$ cat src/design/lhs_ram.sv
// Generic single-write, single-read synchronous RAM with registered read data.
// No dependencies.
`timescale 1ns / 1ps
module lhs_ram #(
	parameter int WIDTH = 8,
	parameter int DEPTH = 16
) (
	input  logic                     clk,
	input  logic                     we,
	input  logic [$clog2(DEPTH)-1:0] waddr,
	input  logic [WIDTH-1:0]         wdata,
	input  logic [$clog2(DEPTH)-1:0] raddr,
	output logic [WIDTH-1:0]         rdata
);
	logic [WIDTH-1:0] mem_q [DEPTH];

	always_ff @(posedge clk) begin
		if (we) begin
			mem_q[waddr] <= wdata;
		end
		rdata <= mem_q[raddr];
	end
endmodule

$ cat config.mk
export PLATFORM = sky130hd
export DESIGN_NAME = lhs_ram
export DESIGN_NICKNAME = d
export VERILOG_FILES = /design/src/design/lhs_ram.sv
export SDC_FILE = /design/constraint.sdc
export NUM_CORES = 1
export LEC_CHECK = 0
export BUFFER_PORTS_ARGS = -buffer_cell sky130_fd_sc_hd__buf_2
export CORE_ASPECT_RATIO = 1.4
export CORE_MARGIN = 1
export CORE_UTILIZATION = 55
export DETAILED_ROUTE_END_ITERATION = 7
export GPL_TIMING_DRIVEN = 0
export PLACE_DENSITY_LB_ADDON = 0.05
export SKIP_LAST_GASP = 1
export SYNTH_ARGS = -nofsm -noshare
export SYNTH_HDL_FRONTEND = slang
export SYNTH_SLANG_ARGS = --single-unit
$ cat constraint.sdc
create_clock -name clk -period 1.9 [get_ports clk]
set_input_delay 0.19 -clock clk [delete_from_list [all_inputs] [get_ports clk]]
set_output_delay 0.19 -clock clk [all_outputs]
set_load 0.02 [all_outputs]
==> run summary <==
area post-placement -> 0.00540 mm^2
Int Power -> 5.48 mW
first-pass GRT wire length -> 14.1 mm
max_cap viols -> 0
largest net degree at the start of global routing -> 17
Reg power frac -> 0.495
combinational family with the most area after synthesis -> multiplexers
share of the synthesized area in the top cell type -> 0.747
DR iter-0 viols -> 169
Max VDD drop -> 838 uV
Final Cell Area -> 0.00598 mm^2
r2r setup slk -> 500 ps
PD cells -> 1140 mW/mm^2
CTS tree -> done
Synth Register Bits -> 136
CTS sink count -> 136
final-stage net count -> 291
Placeable Area -> 0.00903 mm^2
Pleak -> 2.02 nW
Switching Share -> 0.196
Final period util -> 0.784
Post-CTS Resized -> 0
Num CTS Buffers -> 17
layout cells sized above 1 -> 0.290
minimum clock period -> 1490 ps
synthesized cell area -> 0.00515 mm^2
Die Span X -> 83.8 um
Compound-Gate Fraction of Synth Area -> 0.0233
placed wire-length estimate -> 6.06 mm
count of pins over their slew limit -> 0
Port Buffers -> 24
top cells by area, synth -> edfxtp_1 (75%), mux4_2 (7.9%), mux4_1 (7.1%)
Worst setup SP type -> primary input
Via Count -> 2351
HP Class -> primary input to flip-flop
htree depth -> 4
Clk pwr share -> 0.455
diode count -> 0
CTS Hold Bufs -> 0
# IOs -> 26
GRT overflow -> 0
GRT Overall Usage -> 0.216
CP Cell Sequence -> buf_2 > nand3b_1 > nor3_1
worst-case clock buffer depth -> 2
drt pass-1 iters -> 4
worst hold path depth -> 1
initial antenna violation count -> 0
Setup-failing EPs final -> 0
Comb pwr share -> 0.050
drt wl/cell -> 24.2 um
register area share after synthesis -> 0.778
Crit Path Class -> primary input to flip-flop
Synth Area in Simple Gates -> 0.0318
worst reg2reg path depth -> 3
row count -> 41
Reg clk slew, reported paths -> 50 ps
Root Buffer -> clkbuf_16
Final Power -> 6.81 mW
syn_nets -> 247
Synth area leader -> edfxtp_1
Clock Latency Late Sink -> 410 ps
Slew @ Worst Pin -> 1260 ps
vias in the first global route -> 2270
Starting Density -> 0.570
crit path max fanout -> 8
synth unique cells -> 19
Worst Path Required -> 1920 ps
Synth Area in Adders -> 0
Worst Path Arrival -> 1510 ps
origin of the worst min-delay path -> wdata[6]
relative slew slack -> 0.150
Avg Cell Area, Syn -> 22.5 um^2
end point of the worst hold path -> mem_q[5][6]
Die Area -> 0.00976 mm^2
Worst Setup SP -> waddr[2]
Crit-path slowest cell -> nor3_1
r2r endpoint -> rdata[0]
overall routed net length -> 9.49 mm
synthesis warning total -> 0
post-synthesis cell count -> 229
gp weighted congestion -> 0.775
xor and xnor fraction of the mapped netlist area -> 0
launching point of the worst reg2reg path -> mem_q[11][0]
Final Skew -> 5.77 ps
Die Height -> 116 um
NetSw -> 1.33 mW
post-route ant nets -> 0
mux contribution to synthesized area -> 0.150
vias per inst -> 5.98
run status -> complete, no violations
residual DRC count -> 0
critical path capture point type -> flip-flop
setup bufs post-CTS -> 0
f_max -> 671 MHz
Final Hold Fails -> 0
RSZ-0062 raised after global routing -> false
area grow syn2layout -> 16.2%
CP max stage delay -> 980 ps
## layer usage
| metal | vias up | global-route usage | wire [um] |
|---|---|---|---|
| met5 | - | 0 | 0 |
| met3 | 10 | 0.0544 | 481 |
| met1 | 1203 | 0.290 | 3930 |
| met2 | 75 | 0.347 | 4970 |
| met4 | 0 | 0.0814 | 112 |
| li1 | 1063 | - | - |
## worst max-delay path: cells and delay by family
kind | cells | cell delay, ps
AND/OR/NAND/NOR | 2 | 1190
buffers and inverters | 1 | 120
## stage by stage
stage	util	setup TNS, ps	std cells	hold slack (ps)	setup slack [ps]
6_report	0.663	0	393	180	410
5_1_grt	0.663	0	393	186	295
4_1_cts	0.661	0	392	174	77.6
3_5_place_dp	0.598	-3480	360	607	-358
3_3_place_gp	0.598	-3740	360	597	-368
2_1_floorplan	-	0	229	289	217
## state kept, by name, summed over array words and instances, names as in the netlist
name,count
mem_q,128
rdata,8
## final cells by class
cell class / count / area (um^2)
well taps: 107 / 134
plain buffers: 10 / 86.3
multi-input cells: 83 / 1060
repair buffers: 25 / 128
clock buffers: 23 / 468
flip-flops and latches: 136 / 4000
clock inverters: 9 / 100
fillers: 609 / 3050
## how the worst max path moves through the flow
| stage | to | slack (ps) | cells after the start |
|---|---|---|---|
| after floorplan | mem_q[0][0] | 220 | 2 |
| after global placement | mem_q[0][2] | -370 | 3 |
| after detailed placement | mem_q[0][3] | -360 | 3 |
| after CTS | mem_q[0][5] | 80 | 3 |
| after global routing | mem_q[8][5] | 290 | 3 |
| final | mem_q[8][5] | 410 | 3 |
## power by group through the flow
stage / combinational [mW] / clock (mW) / sequential (mW)
after CTS: 0.344 / 3.14 / 3.37
final: 0.339 / 3.10 / 3.37
after global placement: 0.338 / 0 / 3.43
after detailed placement: 0.344 / 0 / 3.43
after floorplan: 0.170 / 0 / 3.46
after global routing: 0.365 / 3.26 / 3.38
## cell usage after synthesis (all sizes together)
cell type,number
nand3b,2
and2,1
and2b,1
dfxtp,8
a22oi,16
nand3,1
nor2,13
mux4,32
nor3,4
or3b,1
nand2b,2
buf,7
edfxtp,128
clkdlybuf4s25,3
nor2b,1
nand2,9
## placed cells by master, fill, tap and decap left out
master	count
a22oi_1	16
and2_1	1
and2b_1	1
buf_2	27
buf_4	1
buf_6	3
bufinv_16	2
clkbuf_1	4
clkbuf_16	17
clkbuf_4	1
clkbuf_8	2
clkdlybuf4s25_2	3
clkinv_2	5
clkinvlp_4	2
dfxtp_1	8
edfxtp_1	128
mux4_1	14
mux4_2	18
nand2_1	9
nand2b_1	2
nand3_1	1
nand3b_1	2
nor2_1	13
nor2b_1	1
nor3_1	3
nor3_2	1
or3b_2	1
## cell families (layout without fill, tap and decap cells)
group / after synthesis / after routing
DFF: 136 / 136
and+or+nand+nor: 35 / 35
muxes: 32 / 32
AOI/OAI and AO/OA: 16 / 16
buffers and inverters: 10 / 67
Power figures use the tool's default switching activity.
