File: src/design/lhs_pkg.sv
// Package for the lookahead heading steering block.
// Holds path depth, angle constants, command codes, state type and the CORDIC table.
`timescale 1ns / 1ps
package lhs_pkg;

	localparam int PATH_DEPTH = 256;
	localparam int AW = $clog2(PATH_DEPTH);
	localparam int LW = $clog2(PATH_DEPTH + 1);
	localparam int PW = 48;

	localparam int CORDIC_STEPS = 14;
	localparam int CW = 43;
	localparam int ZW = 17;

	localparam logic signed [ZW-1:0] ANG_PI      = 17'sd25736;
	localparam logic signed [ZW:0]   ANG_TWO_PI  = 18'sd51472;
	localparam logic signed [ZW:0]   ANG_HALF_PI = 18'sd12868;

	typedef enum logic [1:0] {
		CMD_CLEAR  = 2'd0,
		CMD_APPEND = 2'd1,
		CMD_QUERY  = 2'd2,
		CMD_NOP    = 2'd3
	} cmd_t;

	typedef enum logic [1:0] {
		REG_LOOKAHEAD = 2'd0,
		REG_LIMIT     = 2'd1,
		REG_GAIN      = 2'd2,
		REG_SPEED     = 2'd3
	} reg_idx_t;

	typedef enum logic [3:0] {
		S_IDLE,
		S_RD,
		S_DIF,
		S_SQ,
		S_CMP,
		S_CORD,
		S_SEL,
		S_ERR,
		S_MULT,
		S_EMIT
	} state_t;

	function automatic logic [ZW-1:0] atan_step(input logic [3:0] i);
		logic [ZW-1:0] r;
		begin
			unique case (i)
				4'd0: r = 17'd6434;
				4'd1: r = 17'd3798;
				4'd2: r = 17'd2007;
				4'd3: r = 17'd1019;
				4'd4: r = 17'd511;
				4'd5: r = 17'd256;
				4'd6: r = 17'd128;
				4'd7: r = 17'd64;
				4'd8: r = 17'd32;
				4'd9: r = 17'd16;
				4'd10: r = 17'd8;
				4'd11: r = 17'd4;
				4'd12: r = 17'd2;
				4'd13: r = 17'd1;
				default: r = 17'd0;
			endcase
			return r;
		end
	endfunction

endpackage

File: src/design/lhs_cordic.sv
// Iterative vectoring CORDIC giving atan2 in Q3.13, one rotation per cycle.
// Depends on lhs_pkg.
`timescale 1ns / 1ps
module lhs_cordic (
	input  logic                        clk,
	input  logic                        arst_n,
	input  logic                        start,
	input  logic signed [24:0]          dx,
	input  logic signed [24:0]          dy,
	output logic                        done,
	output logic signed [lhs_pkg::ZW-1:0] angle
);
	import lhs_pkg::*;

	logic signed [CW-1:0] x_q, y_q;
	logic signed [ZW-1:0] z_q;
	logic [3:0]           cnt_q;
	logic                 busy_q, done_q;
	logic signed [CW-1:0] x0, y0, sx, sy;

	assign x0 = {{2{dx[24]}}, dx, 16'b0};
	assign y0 = {{2{dy[24]}}, dy, 16'b0};
	assign sx = x_q >>> cnt_q;
	assign sy = y_q >>> cnt_q;

	always_ff @(posedge clk or negedge arst_n) begin
		if (!arst_n) begin
			busy_q <= 1'b0;
			done_q <= 1'b0;
			cnt_q  <= '0;
		end else begin
			done_q <= 1'b0;
			if (start) begin
				cnt_q <= '0;
				if (dx == '0 && dy == '0) begin
					done_q <= 1'b1;
				end else begin
					busy_q <= 1'b1;
				end
			end else if (busy_q) begin
				cnt_q <= cnt_q + 4'd1;
				if (cnt_q == 4'(CORDIC_STEPS - 1)) begin
					busy_q <= 1'b0;
					done_q <= 1'b1;
				end
			end
		end
	end

	always_ff @(posedge clk) begin
		if (start) begin
			if (x0 < 0) begin
				x_q <= -x0;
				y_q <= -y0;
				z_q <= (y0 >= 0) ? ANG_PI : -ANG_PI;
			end else begin
				x_q <= x0;
				y_q <= y0;
				z_q <= '0;
			end
		end else if (busy_q) begin
			if (y_q >= 0) begin
				x_q <= x_q + sy;
				y_q <= y_q - sx;
				z_q <= z_q + $signed(atan_step(cnt_q));
			end else begin
				x_q <= x_q - sy;
				y_q <= y_q + sx;
				z_q <= z_q - $signed(atan_step(cnt_q));
			end
		end
	end

	// The angle stays valid after done until the next start.
	assign done  = done_q;
	assign angle = z_q;
endmodule

File: config.mk
export PLATFORM = sky130hd
export DESIGN_NAME = lhs_cordic
export DESIGN_NICKNAME = d
export VERILOG_FILES = /design/src/design/lhs_pkg.sv /design/src/design/lhs_cordic.sv
export SDC_FILE = /design/constraint.sdc
export NUM_CORES = 1
export LEC_CHECK = 0
export BUFFER_PORTS_ARGS = -buffer_cell sky130_fd_sc_hd__buf_2
export CORE_ASPECT_RATIO = 1.4
export CORE_MARGIN = 10
export CORE_UTILIZATION = 65
export DETAILED_ROUTE_END_ITERATION = 7
export PLACE_DENSITY = 0.9
export SETUP_SLACK_MARGIN = 0.5
export SLEW_MARGIN = 20
export SYNTH_ARGS = -nofsm -noshare
export SYNTH_HDL_FRONTEND = slang
export SYNTH_SLANG_ARGS = --single-unit
File: constraint.sdc
create_clock -name clk -period 9.4 [get_ports clk]
set_clock_uncertainty 0.1 [all_clocks]
set_input_delay 0.94 -clock clk [delete_from_list [all_inputs] [get_ports clk]]
set_output_delay 0.94 -clock clk [all_outputs]
set_load 0.005 [all_outputs]
==> flow_summary.yaml <==
routing:
  via_count: 17851
  drtIter0Drc: 1870
  vias_per_cell: 7.103
  dr.pass1.iters: 6
  wire_per_inst_um: 22.55
  drtAntennaViolNets: 0
  route.detailed.drc: 0
  totalWireLength_mm: 56.66
cts:
  h-tree-depth: 3
  numCtsBuffers: 9
  clk_pin_slew_ns: 0.09
  cts_setup_buffers: 0
  cts.sinks: 109
  cts_root_buf: "clkbuf_16"
  clk_latency_ns: 0.40
  cts_tree: "yes"
  cts_resized: 0
  cts-hold-fix-buffers: 0
  ctsLongestPathBuffers: 2
place:
  gp_congestion: 1.011
  port_buffers: 70
  dp_slack_ns: 1.904
  dpl.hpwl_mm: 43.49
sta:
  max_freq_ghz: 0.1287
  finalCriticalPeriod_ns: 7.769
  worstMarginPinSlew_ns: 1.019
  timing.hold.ws_ns: 0.2688
  maxSlewHeadroom: 0.3209
  timing.setup.tns_ns: 0
  rsz0062_at_grt: "no"
  setup_viol: 0
  hold_viol: 0
  layout_setup_ws_ns: 1.631
  fin_crit_sh: 0.8265
  final_max_slew_viol_count: 0
floorplanning:
  die_w_um: 161.3
  die-area_sq_um: 35140
  initial_core_util: 0.6591
  coreArea_sq_um: 27570
  boundaryPins: 71
  die_y_um: 217.8
  rows: 72
layout:
  nFillCells: 2327
  diodes: 0
  mostFrequentLayoutCells: "nand2_1, o21ai_0, nor2_1, a21oi_1, xnor2_1"
  synthToLayoutAreaGrowth_pct: 3.250
  final_common_cell: "nand2_1"
  finalCoreUtilization: 0.6806
  drive_above_1_share: 0.1181
  finalNetCount: 2311
setup_path:
  worst_setup_path_start_kind: "flop"
  critPathKind: "flop to flop"
  path_max_fanout: 56
  required_ns: 9.53
  regToRegEndpoint: "y_q[39]"
  cp-endpoint: "y_q[39]"
  rr_worst_depth: 21
  cp_data_arrival_time_ns: 7.90
  r2r_slack_ns: 1.63
  end_kind: "flop"
  crit-reg2reg-launch: "cnt_q[0]"
  startpoint: "cnt_q[0]"
grt:
  grt_max_degree: 92
  grt_pass1_wl_mm: 89.42
  grt_pass1_vias: 17280
  antenna_found_initial: 0
  grt_overflow: 0
  track_usage: 0.3116
synthesis:
  synth-edff-count: 103
  synth_flop_cell: "edfxtp_1"
  yosysTopAreaCell: "edfxtp_1"
  synth_cell_types: 99
  yosys_warnings: 0
  syn_area_sq_um: 18170
  synth_area_leaders: "edfxtp_1, ha_1, xnor2_1"
  syn_inst: 2165
  synthesis.nets: 2338
  ys_seq_elements: 109
  seq_area_frac_synth: 0.1785
  synth_top_area_frac: 0.1702
  synth-async-reset-ratio: 0.05505
  synth_area_per_cell_sq_um: 8.393
run:
  drv_cap: 0
outcome:
  outcome: "completed"
min_path:
  worst_hold_path_type: "input port to async pin"
-- cells by family after synthesis --
group	Yosys count	share of synthesized area
AND/OR/NAND/NOR	689	0.1833
buffers and inverters	192	0.05041
multiplexers	209	0.1780
adder cells (fa/ha/maj)	120	0.08387
XOR/XNOR	195	0.09400
AO/OA/AOI/OAI	651	0.2319
flip-flops	109	0.1785
-- sequential cells by signal, summed over array words and instances, names as in the netlist --
register / count
angle: 17
busy_q: 1
cnt_q: 4
done: 1
x_q: 43
y_q: 43
-- critical path, stage by stage, from the launching register on --
cell	delay, ns
dfrtp_4	0.95
clkinv_1	1.00
nand2_1	0.36
o21ai_0	0.20
nand2_1	0.13
o21a_1	0.17
ha_1	0.19
nor3b_1	0.35
nand2_1	0.20
or2_2	0.36
o31ai_1	0.30
xnor2_1	0.15
ha_1	0.34
a21o_1	0.22
a211oi_1	0.24
nor3_1	0.08
o32a_1	0.36
o311ai_1	0.63
a211oi_1	0.27
or4_1	0.55
and2_1	0.18
o311ai_1	0.25
-- per-stage QoR --
step | instances | area [sq um]
2_1_floorplan | 2165 | 18170
3_3_place_gp | 2497 | 18460
3_5_place_dp | 2497 | 18460
4_1_cts | 2513 | 18760
5_1_grt | 2513 | 18760
6_report | 2513 | 18760
-- cells in the mapped netlist, types with 23 or more instances --
master and n:
and3_1 27, o21ai_0 176, a21oi_1 169, xnor2_1 125, nand2_1 223, o31ai_1 31
xor2_1 70, nand4_1 23, inv_1 66, nor2_1 171, ha_1 117, a211oi_1 23
edfxtp_1 103, clkbuf_1 69, mux2_2 58, a21o_1 38, buf_1 23, mux4_2 43
nor3_1 40, mux4_1 32, mux2i_1 71, nand3_1 49
-- cell type report --
| type | count | area (sq um) | area share |
|---|---|---|---|
| clock inverters | 7 | 76.32 | 0.004068 |
| repair buffers | 85 | 465.4 | 0.02481 |
| clock buffers | 9 | 225.2 | 0.01200 |
| multi-input cells | 1864 | 14010 | 0.7470 |
| flip-flops and latches | 109 | 3258 | 0.1737 |
| well taps | 370 | 462.9 | 0.02468 |
| inverters | 69 | 259.0 | 0.01381 |
-- worst min path at each step --
stage / end / slack [ns] / from
floorplan: busy_q / 0.54 / arst_n
global placement: cnt_q[2] / 0.57 / busy_q
detailed placement: cnt_q[2] / 0.57 / busy_q
CTS: done / 0.25 / arst_n
global route: done / 0.27 / arst_n
finish: done / 0.27 / arst_n
-- per-layer routing --
layer | wire [um] | vias to the layer above | global-route usage | part of all wire
met1 | 20730 | 8408 | 0.3488 | 0.37
met5 | 0 | - | 0 | 0
met3 | 3809 | 278 | 0.03948 | 0.067
li1 | - | 8178 | - | -
met2 | 27240 | 987 | 0.5325 | 0.48
met4 | 4890 | 0 | 0.2340 | 0.086
Power is left out: the tool's default activity adds up to more than one toggle a clock period on the data nets, which glitch-free logic cannot reach.
